==> src/rtl/chk_pkg.sv <==
// ----------------------------------------------------------------------------
// Chained hash key table package
// Shared types and constants for the chained hash key table.
// ----------------------------------------------------------------------------
package chk_pkg;

  localparam int unsigned NumBucketsDef = 64;
  localparam int unsigned PoolNodesDef  = 256;
  localparam int unsigned HandleBitsDef = 16;
  localparam int unsigned KeyBits       = 22;
  localparam int unsigned FuncBits      = 2;
  localparam int unsigned StatusBits    = 2;
  localparam int unsigned CfgBits       = 7;
  localparam logic [CfgBits-1:0] BucketCountRst = 7'd64;

  localparam logic [FuncBits-1:0] FuncInsert = 2'd0;
  localparam logic [FuncBits-1:0] FuncLookup = 2'd1;
  localparam logic [FuncBits-1:0] FuncRemove = 2'd2;

  localparam logic [StatusBits-1:0] StatOk       = 2'd0;
  localparam logic [StatusBits-1:0] StatNotFound = 2'd1;
  localparam logic [StatusBits-1:0] StatPoolFull = 2'd2;

  typedef struct packed {
    logic [FuncBits-1:0]      func;
    logic [KeyBits-1:0]       key_pid;
    logic [HandleBitsDef-1:0] handle_in;
  } req_t;

  typedef struct packed {
    logic [StatusBits-1:0]    status;
    logic [HandleBitsDef-1:0] handle_out;
  } rsp_t;

endpackage

==> src/rtl/chk_front.sv <==
// ----------------------------------------------------------------------------
// Chained hash key table front end
// Accepts request beats, reduces the key to a bucket index with a
// shift-subtract remainder unit, and pushes classified work into a queue.
// ----------------------------------------------------------------------------
module chk_front import chk_pkg::*; #(
  parameter int unsigned NumBuckets = NumBucketsDef,
  parameter int unsigned BktBits    = (NumBuckets > 1) ? $clog2(NumBuckets) : 1
) (
  input  logic               clk_i,
  input  logic               rst_ni,
  input  logic               push,
  output logic               full,
  input  req_t               req_i,
  input  logic [CfgBits-1:0] bucket_count_i,
  output logic               wq_push_o,
  output req_t               wq_req_o,
  output logic [BktBits-1:0] wq_bkt_o,
  input  logic               wq_full_i
);

  localparam int unsigned CntBits = $clog2(KeyBits + 1);
  localparam int unsigned RemBits = CfgBits + 1;

  typedef enum logic [1:0] {StIdle, StDiv, StOut} state_e;

  state_e               state_q;
  req_t                 req_q;
  logic [KeyBits-1:0]   sh_q;
  logic [RemBits-1:0]   rem_q;
  logic [CntBits-1:0]   cnt_q;
  logic [CfgBits-1:0]   div_q;
  logic [CfgBits-1:0]   div_c;
  logic [RemBits-1:0]   trial;

  // Clamp bucket count to 1..NumBuckets.
  always_comb begin
    div_c = bucket_count_i;
    if (div_c == '0) div_c = CfgBits'(1);
    if (32'(div_c) > NumBuckets) div_c = CfgBits'(NumBuckets);
  end

  assign trial     = {rem_q[RemBits-2:0], sh_q[KeyBits-1]};
  assign full      = (state_q != StIdle);
  assign wq_push_o = (state_q == StOut);
  assign wq_req_o  = req_q;
  assign wq_bkt_o  = BktBits'(rem_q);

  always_ff @(posedge clk_i or negedge rst_ni) begin
    if (!rst_ni) begin
      state_q <= StIdle;
      cnt_q   <= '0;
    end else begin
      unique case (state_q)
        StIdle: begin
          if (push) begin
            req_q   <= req_i;
            sh_q    <= req_i.key_pid;
            rem_q   <= '0;
            div_q   <= div_c;
            cnt_q   <= CntBits'(KeyBits);
            state_q <= StDiv;
          end
        end
        StDiv: begin
          // One quotient bit per cycle.
          sh_q <= {sh_q[KeyBits-2:0], 1'b0};
          if (trial >= {1'b0, div_q}) rem_q <= trial - {1'b0, div_q};
          else rem_q <= trial;
          cnt_q <= cnt_q - CntBits'(1);
          if (cnt_q == CntBits'(1)) state_q <= StOut;
        end
        StOut: begin
          if (!wq_full_i) state_q <= StIdle;
        end
        default: state_q <= StIdle;
      endcase
    end
  end

endmodule

==> config.mk <==
export PLATFORM = sky130hd
export DESIGN_NAME = chk_front
export DESIGN_NICKNAME = d
export VERILOG_FILES = /design/src/rtl/chk_pkg.sv /design/src/rtl/chk_front.sv
export SDC_FILE = /design/constraint.sdc
export NUM_CORES = 1
export LEC_CHECK = 0
export BUFFER_PORTS_ARGS = -buffer_cell sky130_fd_sc_hd__buf_4
export CAP_MARGIN = 40
export CORE_MARGIN = 2
export CORE_UTILIZATION = 46
export DETAILED_ROUTE_END_ITERATION = 8
export PLACE_DENSITY_LB_ADDON = 0.08
export SLEW_MARGIN = 30
export SYNTH_ARGS = -nofsm -noshare
export SYNTH_HDL_FRONTEND = slang
export SYNTH_SLANG_ARGS = --single-unit
==> constraint.sdc <==
create_clock -name clk_i -period 3.2 [get_ports clk_i]
set_input_delay 0.48 -clock clk_i [delete_from_list [all_inputs] [get_ports clk_i]]
set_output_delay 0.48 -clock clk_i [all_outputs]
set_load 0.01 [all_outputs]
---- Yosys cells after proc, flatten, opt, wreduce, memory -nomap -nowiden ----
Cells that the tools add are included.
cells by class
  mux-type cells .......................... 12
  eq/ne operators ......................... 6
  reduce and logical (&&, ||, !) cells .... 8
  order comparisons ....................... 2
  add/sub/neg operators ................... 2
operators with widths
  operator               number
  $pmux W22 S2           1
  $mux W22               1
  $mux W7                3
  $pmux W7 S2            1
  $pmux W5 S2            1
  $reduce_and A3 Y1      3
  $ge A8 B7 Y1           1
  $gt A7 B7 Y1 const B   1
  $logic_not A7 Y1       1
  $sub A7 B7 Y7          1
  $mux W2                3
  $ne A2 B2 Y1 const B   3
  $pmux W2 S3            1
  $eq A5 B1 Y1 const B   1
  $mux W5                1
  $sub A5 B1 Y5 const B  1
  $reduce_bool A2 Y1     2
  $eq A2 B1 Y1 const B   1
  $eq A2 B2 Y1 const B   1
  $logic_not A2 Y1       1
  $reduce_and A2 Y1      1
word-level totals
  output and inout bits ................... 48
  register bits ........................... 83
  word-level logic and storage cells ...... 38

---- Longest topological paths before layout ----
  word-level depth ........................ 3
  depth in mapped cells ................... 10

---- Worst setup path before layout ----
No wires, ideal clock.
  path type ............................... reg-to-reg
  start ................................... register state_q[0]
  end ..................................... register rem_q[0], enable pin
  path slack .............................. -0.097 ns
  arrival ................................. 2.836 ns
  buffers on the path ..................... 0
  cell stages (with the launch flop) ...... 4
  library setup time ...................... 0.460 ns
  cell sequence ........................... dfrtp_1 > nor2_1 > nand2_1 > a21boi_0
on the way
  word-level cells in the longest chain between the ends .. 3
  elaborated cells on any way between the ends .. 5
  classes of those cells .................. eq/ne: 2; reduce/logical: 3
ends and longest elaborated chain
  element                                                                     line             text
  from (decl)                                                                 chk_front.sv:27  state_e state_q;
  from (signal assigned)                                                      chk_front.sv:51  state_q <= StIdle;
  from (signal assigned)                                                      chk_front.sv:62  state_q <= StDiv;
  from (signal assigned)                                                      chk_front.sv:71  if (cnt_q == CntBits'(1)) state_q <= StOut;
  $eq A2 B1 Y1 / $logic_not A2 Y1 (equally long branches)                     chk_front.sv:54  unique case (state_q)
  $reduce_bool A2 Y1 (no source line) / $ne A2 B2 Y1 (equally long branches)  --
  $reduce_and A3 Y1 (no source line) *                                        --
  to (signal assigned)                                                        chk_front.sv:68  if (trial >= {1'b0, div_q}) rem_q <= trial - {1'b0, div_q};
  to (signal assigned)                                                        chk_front.sv:69  else rem_q <= trial;
  to (decl)                                                                   chk_front.sv:30  logic [RemBits-1:0] rem_q;
Every way passes the cells marked *; elsewhere a longest branch is shown, timed or not.
A chain may end at the register's enable or synchronous reset.

---- Worst setup path after layout ----
  start ................................... register sh_q[21]
  end ..................................... register rem_q[6], data pin
on the way
  word-level cells in the longest chain between the ends .. 3
  elaborated cells on any way between the ends .. 4
  classes of those cells .................. add/sub: 1; order compare: 1; mux: 2
ends and longest elaborated chain
  element                                               line             text
  from (decl)                                           chk_front.sv:29  logic [KeyBits-1:0] sh_q;
  from (signal assigned)                                chk_front.sv:58  sh_q <= req_i.key_pid;
  from (signal assigned)                                chk_front.sv:67  sh_q <= {sh_q[KeyBits-2:0], 1'b0};
  $sub A7 B7 Y7 / $ge A8 B7 Y1 (equally long branches)  chk_front.sv:68
  $mux W7 *                                             chk_front.sv:68
  $pmux W7 S2 *                                         chk_front.sv:54
Marks and branches as above.

==> impl_metrics.tcl <==
set metrics [dict create \
    cp_data_arrival_time_ns 2.82 \
    critical_path_peak_fanout 11 \
    final_nets 424 \
    route.vias.total 2271 \
    rsz_0062_raised_after_global_routing "false" \
    grt_first_pass_wirelength_mm 10.8 \
    clock_latency_ns 0.36 \
    synth_adder_area_share_pct 3.83 \
    synth_ff_type "edfxtp_1" \
    routed_wl_mm 6.63 \
    synth.area.mux_share_pct 1.19 \
    route.detailed.vias_per_inst 4.86 \
    area_contributors_post_synth "edfxtp_1 (66%), nand2_1 (7.0%), dfrtp_1 (5.1%)" \
    layout_commonest_cell "buf_4" \
    hold_path.class "primary input to register" \
    grt_max_degree 48 \
    synth_top_area_share_pct 65.8 \
    synth_seq_cells 83 \
    final_min_period_over_clock_period_pct 81.8 \
    power.static_leakage_nw 1.92 \
    synth_edf_count 76 \
    post_synthesis_instance_area_mm2 0.00347 \
    synthCells 264 \
    period_needed_ns 2.62 \
    fraction_of_registers_with_async_set_or_reset_after_synthesis_pct 8.43 \
    synthesis.area_per_instance_um2 13.1 \
    post_synth_xor_area_fraction_pct 0.505 \
    ant_nets 0 \
    timing.critical_path.required_ns 3.40 \
    synth_top_family_by_area "simple AND/OR/NAND/NOR gates" \
    coreArea_mm2 0.00729 \
    maxCapViolations 0 \
    tritoncts "built" \
    die_y_um 90.8 \
    setup_violations 0 \
    yosysWarnings 0 \
    detailed_place_hpwl_mm 4.39 \
    cts-resized-gates 0 \
    cts_num_sinks 83 \
    clk_pin_slew_ns 0.10 \
    power_density_mw_per_mm2 826 \
    starting_density_of_the_core_pct 47.5 \
    area_growth_pct 31.7 \
    worstMarginPinSlew_ns 0.621 \
    cts.root.buffer_cell "clkbuf_8" \
    num_antenna_cells 0 \
    power_w 0.00377 \
    routed_wire_length_per_instance_um 14.2 \
    tritoncts.num_buffers 9 \
    area_fraction_in_compound_gates_after_synthesis_pct 5.70 \
    status "finished, final reports clean" \
    placementRows 31 \
    layout.filler_cells 616 \
    synth.distinct_cells 42 \
    vdd_drop_max_v 0.000534 \
    final_count_of_pins_violating_max_slew 0 \
    drc 0 \
    finalWeightedCongestion 0.797 \
    via_count_of_the_first_global_routing_pass 2207 \
    detailedRoute.firstPassIterationCount 4 \
    max_freq_ghz 0.382 \
    die_width_um 90.8 \
    clock_tree.htree_level_count 3 \
    synth_fp_nets 325 \
    hold_violations 0 \
    finalClockSkew_ns 0.0127 \
    final_sum_of_negative_setup_slack_ns 0 \
    timing.critical_path.from_type "register" \
    groute.usage.overall_pct 17.0 \
    path_class "register to register" \
    floorplan.die_area_mm2 0.00824 \
    maxSlewHeadroom_pct 58.6 \
    synth-seq-area-share_pct 70.9 \
    drt-initial-drc-count 123 \
    clk_path_buf_depth 2 \
    synth_area_leader "edfxtp_1" \
    grt_overflow_total 0 \
    synthSimpleGateAreaFrac_pct 13.9 \
    grt_antenna_before_repair 0 \
    port_buf_inserts 98 \
    layout-drive-gt1-share_pct 33.7 \
    io_count 99 \
    worst_setup_path_end_kind "register" \
    layout_common_cells "buf_4 (102), edfxtp_1 (76), nand2_1 (65), inv_1 (14), nor2_1 (12)" \
]
[logic make-up after synthesis]
family,count (synthesis)
buf+inv,29
simple gates,106
xor+xnor,2
flops,83
compound gates,30
mux,4
fa+ha+maj,10
[cell type report]
class | instances | area, µm² | share of cell area [%]
clock buffer | 9 | 124 | 2.71
clock inverter | 7 | 146 | 3.21
inverter | 14 | 52.6 | 1.15
multi-input combinational | 152 | 885 | 19.4
sequential | 83 | 2460 | 53.8
tap | 99 | 124 | 2.71
timing repair buffer | 103 | 776 | 17.0
[per-layer routing]
metal	share of wire (%)	routed length, µm	global-route usage (%)
met5	0	0	0
met1	45	3000	23.6
met3	5.9	392	3.76
met2	46	3070	25.4
met4	2.5	165	8.96
[synthesized netlist by cell type (all sizes together) (2+ instances only)]
master and count:
a211oi 4, a21oi 6, and2 2, buf 7, clkbuf 8, dfrtp 7
edfxtp 76, ha 9, inv 14, mux2i 3, nand2 65, nand2b 2
nand3 2, nor2 12, nor2b 10, nor3b 3, nor4b 2, o21ai 10
or2 2
[metrics by stage]
step	hold slack (ns)	setup WS (ns)	cells	area, µm²	utilization (%)
after floorplan	0.184	0.670	264	3470	-
after global placement	0.308	0.695	450	4280	58.8
after detailed placement	0.309	0.590	450	4280	58.8
after CTS	0.278	0.569	467	4560	62.6
after global routing	0.273	0.435	467	4560	62.6
final	0.290	0.582	467	4560	62.6
[flip-flops by register name (all words and copies together) (netlist names)]
| register | cells |
|---|---|
| wq_req_o | 40 |
| rem_q | 7 |
| state_q | 2 |
| div_q | 7 |
| cnt_q | 5 |
| sh_q | 22 |
[critical path: stages (launching register included)]
cell and delay (ns):
edfxtp_1 0.39, inv_1 0.07, ha_1 0.16, inv_1 0.06, fa_1 0.43, a211oi_2 0.27
o211ai_1 0.13, a311o_1 0.49, or2_2 0.35, a21oi_1 0.13
[power by group]
group          internal [W]  leakage [nW]  switching [W]  total [W]
Combinational      0.000493         0.998       0.000620    0.00111
Clock              0.000604         0.134       0.000395   0.000999
Sequential          0.00153         0.791       0.000121    0.00166
[what timing repair did]
action,CTS,global route
hold endpoints to repair,7,0
hold buffers,1,0
setup buffers,0,0
endpoints found under the setup margin,0,0
[worst paths after layout]
path | depth (start not counted) | slack (ns) | from | end
min in group asynchronous | 2 | 0.47 | rst_ni | state_q[1]
hold reg to reg | 2 | 0.51 | sh_q[10] | sh_q[11]
hold / removal | 1 | 0.29 | req_i[5] | wq_req_o[5]
setup reg to reg | 9 | 0.58 | sh_q[21] | rem_q[6]
setup / recovery | 9 | 0.58 | sh_q[21] | rem_q[6]
max in group asynchronous | 2 | 2.59 | rst_ni | cnt_q[4]
No activity file was read; power rests on OpenSTA's default activity.
