$ cat config.mk
export PLATFORM = sky130hd
export DESIGN_NAME = chk_queue
export DESIGN_NICKNAME = d
export VERILOG_FILES = /design/src/rtl/chk_pkg.sv /design/src/rtl/chk_queue.sv
export SDC_FILE = /design/constraint.sdc
export NUM_CORES = 1
export LEC_CHECK = 0
export BUFFER_PORTS_ARGS = -buffer_cell sky130_fd_sc_hd__buf_2
export CAP_MARGIN = 15
export CORE_UTILIZATION = 40
export DETAILED_ROUTE_END_ITERATION = 12
export GPL_TIMING_DRIVEN = 0
export PLACE_DENSITY = 0.61
export SETUP_SLACK_MARGIN = 0.02
export SLEW_MARGIN = 40
export SYNTH_ARGS = -nofsm -noshare
export SYNTH_HDL_FRONTEND = slang
export SYNTH_SLANG_ARGS = --single-unit
$ cat constraint.sdc
create_clock -name clk_i -period 3.6 [get_ports clk_i]
set_input_delay 0.54 -clock clk_i [delete_from_list [all_inputs] [get_ports clk_i]]
set_output_delay 0.54 -clock clk_i [all_outputs]
set_load 0.05 [all_outputs]
$ cat src/rtl/chk_pkg.sv
// ----------------------------------------------------------------------------
// Chained hash key table package
// Shared types and constants for the chained hash key table.
// ----------------------------------------------------------------------------
package chk_pkg;

  localparam int unsigned NumBucketsDef = 64;
  localparam int unsigned PoolNodesDef  = 256;
  localparam int unsigned HandleBitsDef = 16;
  localparam int unsigned KeyBits       = 22;
  localparam int unsigned FuncBits      = 2;
  localparam int unsigned StatusBits    = 2;
  localparam int unsigned CfgBits       = 7;
  localparam logic [CfgBits-1:0] BucketCountRst = 7'd64;

  localparam logic [FuncBits-1:0] FuncInsert = 2'd0;
  localparam logic [FuncBits-1:0] FuncLookup = 2'd1;
  localparam logic [FuncBits-1:0] FuncRemove = 2'd2;

  localparam logic [StatusBits-1:0] StatOk       = 2'd0;
  localparam logic [StatusBits-1:0] StatNotFound = 2'd1;
  localparam logic [StatusBits-1:0] StatPoolFull = 2'd2;

  typedef struct packed {
    logic [FuncBits-1:0]      func;
    logic [KeyBits-1:0]       key_pid;
    logic [HandleBitsDef-1:0] handle_in;
  } req_t;

  typedef struct packed {
    logic [StatusBits-1:0]    status;
    logic [HandleBitsDef-1:0] handle_out;
  } rsp_t;

endpackage

$ cat src/rtl/chk_queue.sv
// ----------------------------------------------------------------------------
// Chained hash key table work queue
// Two-entry queue between the front end and the chain walker.
// ----------------------------------------------------------------------------
module chk_queue import chk_pkg::*; #(
  parameter int unsigned BktBits = 6
) (
  input  logic               clk_i,
  input  logic               rst_ni,
  input  logic               push_i,
  input  req_t               req_i,
  input  logic [BktBits-1:0] bkt_i,
  output logic               full_o,
  output logic               empty_o,
  input  logic               pop_i,
  output req_t               req_o,
  output logic [BktBits-1:0] bkt_o
);

  req_t               req_q [2];
  logic [BktBits-1:0] bkt_q [2];
  logic               wp_q, rp_q;
  logic [1:0]         cnt_q;
  logic               do_push, do_pop;

  assign full_o  = (cnt_q == 2'd2);
  assign empty_o = (cnt_q == 2'd0);
  assign do_push = push_i && !full_o;
  assign do_pop  = pop_i && !empty_o;
  assign req_o   = req_q[rp_q];
  assign bkt_o   = bkt_q[rp_q];

  always_ff @(posedge clk_i) begin
    if (do_push) begin
      req_q[wp_q] <= req_i;
      bkt_q[wp_q] <= bkt_i;
    end
  end

  always_ff @(posedge clk_i or negedge rst_ni) begin
    if (!rst_ni) begin
      wp_q  <= 1'b0;
      rp_q  <= 1'b0;
      cnt_q <= '0;
    end else begin
      if (do_push) wp_q <= !wp_q;
      if (do_pop) rp_q <= !rp_q;
      cnt_q <= cnt_q + 2'(do_push) - 2'(do_pop);
    end
  end

endmodule

# After elaboration in Yosys (flattened, before gate mapping)
# Memory sizes are Yosys's and may differ from the RTL's.
# Index checks and enable logic that the tools add are counted.
# totals
regBits,4
latchBits,0
ramBits,92
rom_bits,0
out_inout_bits,48
elab_cells,17
mem_count,2
# memory_table
memory,depth,word_bits,rd,rd_ports_with_merged_regs,write_ports,line,text
req_q,2,40,1,0,1,chk_queue.sv:20,req_t req_q [2];
bkt_q,2,6,1,0,1,chk_queue.sv:21,logic [BktBits-1:0] bkt_q [2];
# classes
addsub,2
n_mul,0
div_mod_pow,0
magnitude_cmp,0
eq_ne,1
shift,0
n_mux,2
bitwise_logic,0
n_reduce_logical,7
# ops
op,n
$logic_not A1 Y1,4
$add A2 B1 Y2,1
$eq A2 B2 Y1 const B,1
$logic_and A1 B1 Y1,2
$logic_not A2 Y1,1
$mux W1,2
$sub A2 B1 Y2,1

# Logic depth before layout (Yosys ltp)
# Gate-level depths: netlist of the first run.
# logic_depth
depth_word,5
ltp_mapped,7
mapped_depth_nobuf,7

# Worst setup path before layout of the first run
# Ideal clock, no wire load.
# synth_path
path_kind,input port to flip-flop
start,input port push_i
end,"memory bkt_q[0][0], enable pin"
setup_ns,0.450
t_arrival_ns,2.567
setup_slack_ns,0.584
cell_stages,2
path_buffers,0
path_cell_list,nand2_1 > nor2_1
# synth_via
elab_chain_cells,3
# synth_rtl
item,line,text
"start, declared",chk_queue.sv:10,"input logic push_i,"
$logic_and A1 B1 Y1,chk_queue.sv:28,assign do_push = push_i && !full_o;
$mux W1,chk_queue.sv:34,if (do_push) begin
$mux W1 (not written as such),chk_queue.sv:36,bkt_q[wp_q] <= bkt_i;
"end, declared",chk_queue.sv:21,
# No other way between the ends.

==> results of run 1 <==
[sequential cells by signal, indices dropped and copies added (netlist names)]
register and cells:
req_q 80, bkt_q 12, cnt_q 2, rp_q 1, wp_q 1
[path summary, 6_finish.rpt]
| kind | to | cells past startpoint |
|---|---|---|
| worst max-delay path | req_o[7] | 4 |
| worst min-delay path | req_q[1][23] | 1 |
| worst max register to register | req_q[0][27] | 4 |
| worst min register to register | cnt_q[1] | 1 |
| max in group asynchronous | wp_q | 2 |
| min in group asynchronous | cnt_q[1] | 2 |
[power breakdown]
group / internal (mW) / leakage, nW / switching [mW]
Sequential: 1.53 / 0.901 / 0.0687
Clock: 0.341 / 0.103 / 0.358
Combinational: 0.661 / 0.813 / 1.36
[cell families after synthesis]
family,Yosys count
AND/OR/NAND/NOR,6
multiplexers,46
flip-flops,96
adder cells (fa/ha/maj),2
buffers and inverters,7
XOR/XNOR,4
[area by class of cell]
type                       count  area, sq um
sequential                    96         2863
timing repair buffer         101        570.5
fill                         741         4205
buffer                         5        50.05
tap                          108        135.1
clock inverter                 5        57.56
inverter                       2        7.507
multi-input combinational     58        733.2
clock buffer                  11        141.4
[cell usage after synthesis]
library cell  instances
and3_1                1
buf_2                 1
buf_6                 4
dfrtp_1               4
edfxtp_1             92
ha_1                  2
inv_1                 2
mux2_2               16
mux2_4               30
nand2_1               1
nand2b_1              1
nor2_1                2
nor2b_1               1
xnor2_1               3
xor2_1                1
[stage by stage]
| step | area (sq um) | power, mW | setup TNS [ns] | std cells | util [%] |
|---|---|---|---|---|---|
| floorplan | 3641 | 3.217 | 0 | 161 | - |
| global route | 4558 | 4.498 | 0 | 386 | 52.01 |
| CTS | 4558 | 4.373 | 0 | 386 | 52.01 |
| finish | 4558 | 4.310 | 0 | 386 | 52.01 |
| global placement | 4262 | 3.593 | -35.98 | 366 | 48.63 |
| detailed placement | 4349 | 3.668 | 0 | 369 | 49.63 |
[worst register-to-register path, delay by kind of cell (launching register included)]
| kind | cells | cell delay [ns] |
|---|---|---|
| and+or+nand+nor | 3 | 0.78 |
| DFF | 1 | 0.42 |
| buffers and inverters | 1 | 0.23 |
[routing by layer]
layer  track usage [%]  up-vias
met1             15.79      871
li1                  -      850
met2             22.05       63
met5                 0        -
met4             5.769        0
met3             3.741        9
[repair_timing]
item	CTS	global route
hold buffers	1	0
setup endpoints to repair	0	0
hold endpoints to repair	4	0
==> qor.txt, run 1 <==
Via count: 1793
Die H: 97.41 microns
Min Tclk post-route: 2.155 ns
Leak Pwr: 1.817 nW
Clk pin slew, worst setup/hold paths: 0.09 ns
Mapped Cells: 161
Htree depth: 3
Hold slack: 0.3743 ns
Avg WL per Cell: 15.52 microns
Final setup viols: 0
Met1 WL: 2592 microns
Distinct cells, synth: 15
Final period util: 59.87%
Hold Path Class: in2reg
Hold Crit Start: req_i[23]
F_max: 0.4640 GHz
Post-CTS Resized: 0
Post-route DRC: 0
Setup crit start kind: flip-flop
Most frequent cells in the layout: buf_2, edfxtp_1, mux2_4, mux2_2, clkbuf_8
Critical R2R Launch: cnt_q[1]
# diodes: 0
Critical Path AT: 1.62 ns
Total CTS buffers: 9
Setup slack after placement: 1.804 ns
Worst rel slew slack: 62.39%
CP startpoint: rp_q
Top post-synthesis cells by area: edfxtp_1, mux2_4, mux2_2
Mux contribution to synthesized area: 17.32%
Post-synthesis adder-cell area fraction: 0.6873%
Dpl hpwl: 3998 microns
Final Hold Viols: 0
Iter 0 DRT Violations: 65
CTS Root Cell: clkbuf_8
Post-synthesis sequential area ratio: 78.63%
Power Density: 945.7 mW/mm^2
Main combinational cell family by area after synthesis: multiplexers
Ys Warns: 0
Placement row count: 34
PortBufs: 97
WL met3: 335 microns
R2r setup slk: 1.88 ns
Critical Path RT: 3.06 ns
Worst Skew: 0.009330 ns
Setup WS post-layout: 1.445 ns
Max Root-Sink Buffers: 2
Synthesized net count: 213
Post-Syn Area: 0.003641 sq mm
Setup Fix Bufs, Post-CTS: 0
Starting Density: 41.55%
CP endpoint kind: primary output
Antenna-violating nets left: 0
Total grt overflow: 0
Share of post-route cells with drive strength above 1: 60.43%
TritonCTS clock tree: done
Most common cell after layout, fill and taps aside: buf_2
VDD IR max: 0.5204 mV
CP peak stage delay: 0.36 ns
Worst slew pin tran: 0.5628 ns
Max-cap violation count: 0
Initial antenna violation count: 0
Via/cell ratio: 4.645
Die ar.: 0.009488 sq mm
CP top delay family: buffers and inverters
First drt pass iteration count: 4
Largest net degree at the start of global routing: 25
Post-synth top area cell: edfxtp_1
Critical path's most frequent cell: buf_6
Total track usage: 13.15%
Synth Area in Simple Gates: 0.8247%
Post-layout nets: 325
Vias in the first global route: 1918
WL final: 5991 microns
Avg Synthesized Cell Area: 22.61 sq um
Die width: 97.41 microns
Slew Viols, Final: 0
Share of the synthesized area in the top cell type: 75.88%
Num ports: 98
DR top layer: met4
Synth Register Bits: 96
RSZ-0062 raised after global routing: false
Setup CP Type: reg2out
Core ar.: 0.008763 sq mm
Post-synthesis xor/xnor area fraction: 0.9622%
Worst Path Max Fanout: 10
Synth Area in Compound Gates: 0%
Synth-to-Final Area Change: 25.19%
CP cell instances: buf_6, buf_6, mux2_4, buf_2
DR WL met2: 2975 microns
Status: finished clean
CTS sink cnt: 96
Final Wtd Congestion: 0.6238
Worst Path Buf+Inv: 3
Clk_lat worst skew: 0.34 ns
Global-route wire length before repair: 9439 microns
Critical Path Slowest Stage Cell: dfrtp_1
Power figures use the tool's default switching activity.
==> run 2: changes to the inputs <==
--- a/config.mk
+++ b/config.mk
@@ -10,7 +10,7 @@
 export CORE_UTILIZATION = 40
 export DETAILED_ROUTE_END_ITERATION = 12
 export GPL_TIMING_DRIVEN = 0
-export PLACE_DENSITY = 0.61
+export PLACE_DENSITY = 0.63
 export SETUP_SLACK_MARGIN = 0.02
 export SLEW_MARGIN = 40
 export SYNTH_ARGS = -nofsm -noshare
==> constraint.sdc (replaced) <==
create_clock -name clk_i -period 1.8 [get_ports clk_i]
set_input_delay 0.27 -clock clk_i [delete_from_list [all_inputs] [get_ports clk_i]]
set_output_delay 0.27 -clock clk_i [all_outputs]
set_load 0.05 [all_outputs]
==> run 2 against run 1 <==
Compared with the run above:
- worst setup slack worse by 1.4 ns
- clock skew increased by 0.00092 ns
- design area grew 4.7%
- non-clock buffer count fell by 1
- die area unchanged
- global-route usage fell by 0.16 points
- sequential share of layout area shrank 2.8 points
- combinational power increased by 130%
- critical path depth stayed put
- first-iteration DRC count fell by 66%
- via count about the same
==> qor.txt, run 2 (same netlist as run 1, synthesis figures left out) <==
VDD IR max: 1.456 mV (was 0.5204 mV)
Global-route wire length before repair: 9246 microns (was 9439 microns)
# fillers: 689 (was 741)
Worst Skew: 0.01025 ns (was 0.009330 ns)
Area of the multi-input gates: 735.7 sq um (was 733.2 sq um)
Slew Viols, Final: 0 (unchanged)
Total track usage: 12.99% (was 13.15%)
Clk pin slew, worst setup/hold paths: 0.09 ns (about the same)
DR top layer: met4 (unchanged)
Die H: 97.41 microns (unchanged)
Hold Path Class: in2reg (unchanged)
Min Tclk post-route: 1.793 ns
Hold Crit Endpoint: bkt_q[1][3] (was req_q[1][23])
Leak Pwr: 1.882 nW (was 1.817 nW)
Worst rel slew slack: 55.83% (was 62.39%)
Setup CP Type: reg2out (unchanged)
CP peak stage delay: 0.41 ns (was 0.36 ns)
First drt pass iteration count: 4 (unchanged)
Share of post-route cells with drive strength above 1: 60.00% (was 60.43%)
Setup crit start kind: flip-flop (unchanged)
Finished Layout Cells: 383 (was 386)
Hold Crit Start: bkt_i[3] (was req_i[23])
CTS Root Cell: clkbuf_8 (unchanged)
Critical Path RT: 1.53 ns (was 3.06 ns)
Antenna-violating nets left: 0 (unchanged)
Hold Path Depth: 1 (unchanged)
Placement row count: 34 (unchanged)
Power Density: 1922 mW/mm^2 (was 945.7 mW/mm^2)
Met1 WL: 2514 microns (was 2592 microns)
Vias in the first global route: 1860 (was 1918)
Total CTS buffers: 9 (unchanged)
PortBufs: 97 (unchanged)
CP endpoint kind: primary output (unchanged)
R2r setup slk: 0.13 ns (was 1.88 ns)
Num ports: 98 (unchanged)
Largest regs: req_q: 80 flops, bkt_q: 12 flops, cnt_q: 2 flops (unchanged)
Critical R2R Launch: cnt_q[1] (unchanged)
Synth-to-Final Area Change: 31.10% (was 25.19%)
Avg WL per Cell: 15.10 microns (was 15.52 microns)
Largest register by flop count: req_q (unchanged)
# diodes: 0 (unchanged)
Core ar.: 0.008763 sq mm (unchanged)
Setup Fix Bufs, Post-CTS: 0 (unchanged)
Max Root-Sink Buffers: 2 (unchanged)
Critical Path Slowest Stage Cell: dfrtp_1 (unchanged)
Placed inst area: 0.004332 sq mm (was 0.004349 sq mm)
Worst Path Max Fanout: 10 (unchanged)
Final period util: 99.63%
Worst Path Buf+Inv: 3 (unchanged)
Post-layout nets: 324 (was 325)
R2R Path End: req_q[0][20] (was req_q[0][27])
Clk_lat worst skew: 0.34 ns (about the same)
Die width: 97.41 microns (unchanged)
Final Wtd Congestion: 0.6891 (was 0.6238)
Status: finished clean (unchanged)
RSZ-0062 raised after global routing: true (was false)
Max-cap violation count: 0 (unchanged)
Starting Density: 41.55% (unchanged)
Final setup viols: 0 (unchanged)
Post-route DRC: 0 (unchanged)
Via/cell ratio: 4.684 (was 4.645)
Max reg flops: 80 (unchanged)
Largest net degree at the start of global routing: 47 (was 25)
WL final: 5782 microns (was 5991 microns)
Final instance area: 0.004773 sq mm (was 0.004558 sq mm)
Final Hold Viols: 0 (unchanged)
Initial antenna violation count: 0 (unchanged)
Htree depth: 3 (unchanged)
Total grt overflow: 0 (unchanged)
Placed Cells: 368 (was 369)
Worst slew pin tran: 0.6626 ns (was 0.5628 ns)
R2R cell count: 4 (unchanged)
CTS sink cnt: 96 (unchanged)
Critical path's most frequent cell: buf_12 (was buf_6)
Via count: 1794 (was 1793)
Die ar.: 0.009488 sq mm (unchanged)
CP top delay family: buffers and inverters (unchanged)
F_max: 0.5576 GHz
FF/Latch Area: 0.002863 sq mm (unchanged)
Iter 0 DRT Violations: 22 (was 65)
Most common cell after layout, fill and taps aside: edfxtp_1 (was buf_2)
TritonCTS clock tree: done (unchanged)
CP cell instances: buf_12, buf_12, mux2_4, buf_6 (was buf_6, buf_6, mux2_4, buf_2)
DR WL met2: 2881 microns (was 2975 microns)
WL met3: 335 microns (unchanged)
Dpl hpwl: 3772 microns (was 3998 microns)
Most frequent cells in the layout: edfxtp_1, buf_2, mux2_4, buf_6, mux2_2 (was buf_2, edfxtp_1, mux2_4, mux2_2, clkbuf_8)
Critical Path AT: 1.52 ns (was 1.62 ns)
## run 2: cell types whose count changed in the layout (fill, tap and decap cells not counted), sizes merged
cell / change
clkinv: -3
buf: -1
bufinv: +1
clkbuf: -1
clkinvlp: +1
## run 2: final cells by class
cell class	instances	share of cell area, %
Inverter	2	0.1573
Buffer	5	1.835
Tap cell	108	2.831
Clock inverter	4	1.494
Multi-Input combinational cell	58	15.41
Clock buffer	10	2.674
Sequential cell	96	59.97
Timing Repair Buffer	100	15.62
## run 2: worst max path at each step
stage | startpoint | end | slack (ns) | cells after the start
CTS | rp_q | req_o[3] | -0.03 | 4
finish | rp_q | req_o[6] | 0.007 | 4
global route | rp_q | req_o[36] | -0.07 | 3
floorplan | cnt_q[1] | cnt_q[1] | -0.07 | 7
global placement | cnt_q[1] | bkt_q[0][5] | -0.41 | 3
detailed placement | cnt_q[0] | req_q[0][21] | 0.13 | 4
## run 2: repair_timing
| item | CTS | global route |
|---|---|---|
| hold endpoints to repair | 4 | 0 |
| setup endpoints to repair | 39 | 42 |
| gates resized for setup | 69 | 6 |
| hold buffers | 1 | 0 |
## run 2: metal layers
metal / GRT usage [%] / vias to the layer above
li1: - / 849
met5: 0 / -
met2: 20.93 / 62
met4: 5.769 / 0
met3: 3.957 / 6
met1: 16.14 / 877
## run 2: through the flow
step | total power [mW] | TNS [ns] | hold WS, ns | util [%] | setup WS, ns
2_1_floorplan | 6.435 | -0.06897 | -0.02559 | - | -0.06897
3_3_place_gp | 7.157 | -25.19 | 0.08099 | 48.76 | -0.4087
4_1_cts | 9.272 | -0.6625 | 0.08774 | 54.38 | -0.02719
6_report | 9.175 | 0 | 0.1086 | 54.47 | 0.006666
3_5_place_dp | 7.285 | 0 | 0.08281 | 49.43 | 0.1264
5_1_grt | 9.550 | -1.859 | 0.08173 | 54.47 | -0.06591
## run 2: report_power, final
part	leakage, nW	internal [mW]	switching, mW
logic	0.885	1.77	2.78
registers	0.901	3.06	0.141
clock network	0.0959	0.764	0.667
total	1.88	5.59	3.58
==> run 3: changes to the inputs <==
--- a/config.mk
+++ b/config.mk
@@ -7,10 +7,12 @@
 export LEC_CHECK = 0
 export BUFFER_PORTS_ARGS = -buffer_cell sky130_fd_sc_hd__buf_2
 export CAP_MARGIN = 15
-export CORE_UTILIZATION = 40
+export CORE_ASPECT_RATIO = 0.9
+export CORE_UTILIZATION = 49
+export CTS_BUF_LIST = sky130_fd_sc_hd__clkbuf_4 sky130_fd_sc_hd__clkbuf_8
 export DETAILED_ROUTE_END_ITERATION = 12
 export GPL_TIMING_DRIVEN = 0
-export PLACE_DENSITY = 0.63
+export PLACE_DENSITY = 0.75
 export SETUP_SLACK_MARGIN = 0.02
 export SLEW_MARGIN = 40
 export SYNTH_ARGS = -nofsm -noshare
==> run 3 against run 2 <==
Compared with the run above:
- critical path depth unchanged
- clock skew down 0.0024 ns
- via count down 0.17%
- clock power up 3%
- design area up 1.9%
==> qor.txt, run 3 (same netlist as run 1, synthesis figures left out) <==
Status: finished clean (unchanged)
Final period util: 98.73% (was 99.63%)
Largest register by flop count: req_q (unchanged)
TritonCTS clock tree: done (unchanged)
CP cell instances: buf_6, buf_12, mux2_4, buf_8 (was buf_12, buf_12, mux2_4, buf_6)
Most frequent cells in the layout: edfxtp_1, buf_2, mux2_4, buf_6, buf_8 (was edfxtp_1, buf_2, mux2_4, buf_6, mux2_2)
Largest net degree at the start of global routing: 47 (unchanged)
Leak Pwr: 1.935 nW (was 1.882 nW)
Worst slew pin tran: 0.6419 ns (was 0.6626 ns)
Dpl hpwl: 4102 microns (was 3772 microns)
Total grt overflow: 0 (unchanged)
Max reg flops: 80 (unchanged)
Core ar.: 0.007112 sq mm (was 0.008763 sq mm)
Avg WL per Cell: 16.10 microns (was 15.10 microns)
Power Density: 1942 mW/mm^2 (was 1922 mW/mm^2)
Post-layout nets: 328 (was 324)
Initial antenna violation count: 0 (unchanged)
CP peak stage delay: 0.37 ns (was 0.41 ns)
WL met3: 346 microns (was 335 microns)
Clk_lat worst skew: 0.33 ns (was 0.34 ns)
Max-cap violation count: 0 (unchanged)
Setup slack after placement: 0.1392 ns (was 0.1264 ns)
Min Tclk post-route: 1.777 ns (was 1.793 ns)
Final setup viols: 0 (unchanged)
Post-route DRC: 0 (unchanged)
Setup WS post-layout: 0.02277 ns (was 0.006666 ns)
Antenna-violating nets left: 0 (unchanged)
Worst Path Max Fanout: 10 (unchanged)
CP endpoint kind: primary output (unchanged)
DR top layer: met4 (unchanged)
# diodes: 0 (unchanged)
VDD IR max: 1.273 mV (was 1.456 mV)
Iter 0 DRT Violations: 43 (was 22)
Setup CP Type: reg2out (unchanged)
CTS sink cnt: 96 (unchanged)
Critical Path RT: 1.53 ns (about the same)
Share of post-route cells with drive strength above 1: 60.85% (was 60.00%)
Worst Path Buf+Inv: 3 (unchanged)
Met1 WL: 2373 microns (was 2514 microns)
WL final: 6023 microns (was 5782 microns)
Most common cell after layout, fill and taps aside: edfxtp_1 (unchanged)
Setup crit start kind: flip-flop (unchanged)
Largest regs: req_q: 80 flops, bkt_q: 12 flops, cnt_q: 2 flops (unchanged)
Via/cell ratio: 4.789 (was 4.684)
Global-route wire length before repair: 9611 microns (was 9246 microns)
Max Root-Sink Buffers: 2 (unchanged)
DR WL met2: 3255 microns (was 2881 microns)
Hold slack: 0.1167 ns (was 0.1086 ns)
Placement row count: 29 (was 34)
Clk pin slew, worst setup/hold paths: 0.09 ns (about the same)
Starting Density: 51.20% (was 41.55%)
RSZ-0062 raised after global routing: true (unchanged)
First drt pass iteration count: 4 (unchanged)
Final Hold Viols: 0 (unchanged)
Final Wtd Congestion: 0.6713 (was 0.6891)
Hold Path Class: in2reg (unchanged)
Worst rel slew slack: 57.21% (was 55.83%)
Die ar.: 0.007780 sq mm (was 0.009488 sq mm)
Placed inst area: 0.004300 sq mm (was 0.004332 sq mm)
CTS Root Cell: clkbuf_8 (unchanged)
Critical Path AT: 1.51 ns (was 1.52 ns)
F_max: 0.5627 GHz (was 0.5576 GHz)
Synth-to-Final Area Change: 33.61% (was 31.10%)
Num ports: 98 (unchanged)
Via count: 1791 (was 1794)
Total track usage: 16.68% (was 12.99%)
Die width: 92.87 microns (was 97.41 microns)
CP top delay family: buffers and inverters (unchanged)
Die H: 83.78 microns (was 97.41 microns)
Critical Path Slowest Stage Cell: dfrtp_1 (unchanged)
Final instance area: 0.004865 sq mm (was 0.004773 sq mm)
Total CTS buffers: 9 (unchanged)
PortBufs: 97 (unchanged)
Htree depth: 3 (unchanged)
Worst Skew: 0.007880 ns (was 0.01025 ns)
Slew Viols, Final: 0 (unchanged)
Vias in the first global route: 1978 (was 1860)
-- run 3: cell types whose count changed in the layout (fill, tap and decap cells not counted), sizes merged --
cell	before	now
buf	104	108
clkinv	1	3
-- run 3: worst paths after layout --
| kind | end | cells after the start | slack [ns] | start |
|---|---|---|---|---|
| max reg2reg | req_q[0][28] | 4 | 0.15 | cnt_q[1] |
| max | req_o[2] | 4 | 0.02 | rp_q |
| max in group asynchronous | rp_q | 2 | 1.40 | rst_ni |
| min | req_q[1][33] | 1 | 0.12 | req_i[33] |
| min reg2reg | cnt_q[1] | 1 | 0.54 | cnt_q[1] |
| min in group asynchronous | cnt_q[0] | 2 | 0.27 | rst_ni |
-- run 3: timing repair --
item,4_1_cts,5_1_grt
setup buffers,4,0
setup endpoints to repair,39,41
hold buffers,1,0
pin swaps,0,0
gates resized for setup,93,0
endpoints found under the hold margin,4,0
-- run 3: report_power, final --
group          switching, mW  internal [mW]  leakage, nW
combinational           2.82           1.95        0.930
sequential             0.149           3.06        0.901
clock                  0.677          0.792        0.105
total                   3.65           5.80         1.94
-- run 3: per-stage QoR --
| step | TNS (ns) | power (mW) | std cells | utilization (%) |
|---|---|---|---|---|
| 2_1_floorplan | -0.06897 | 6.435 | 161 | - |
| 3_3_place_gp | -19.78 | 7.132 | 351 | 59.82 |
| 3_5_place_dp | 0 | 7.267 | 353 | 60.47 |
| 4_1_cts | -0.02530 | 9.553 | 374 | 68.40 |
| 5_1_grt | -0.8850 | 9.810 | 374 | 68.40 |
| 6_report | 0 | 9.449 | 374 | 68.40 |
-- run 3: final cells by class --
| type | instances | area (sq um) |
|---|---|---|
| Timing Repair Buffer | 104 | 844.6 |
| Sequential cell | 96 | 2863 |
| Clock inverter | 6 | 83.83 |
| Clock buffer | 10 | 131.4 |
| Buffer | 5 | 78.83 |
| Fill cell | 507 | 2247 |
| Multi-Input combinational cell | 58 | 739.5 |
| Tap cell | 93 | 116.4 |
| Inverter | 2 | 7.507 |
-- run 3: layer usage --
metal  track usage (%)  vias to the layer above
met5                 0                        -
met4             6.294                        0
met3             4.736                        4
met2             29.95                       57
met1             18.64                      874
li1                  -                      856
-- run 3: worst reg2reg max path: cells and delay by family, from the launching register on --
kind / cells / cell delay (ns)
buf+inv: 1 / 0.26
flops: 1 / 0.43
simple gates: 3 / 0.66
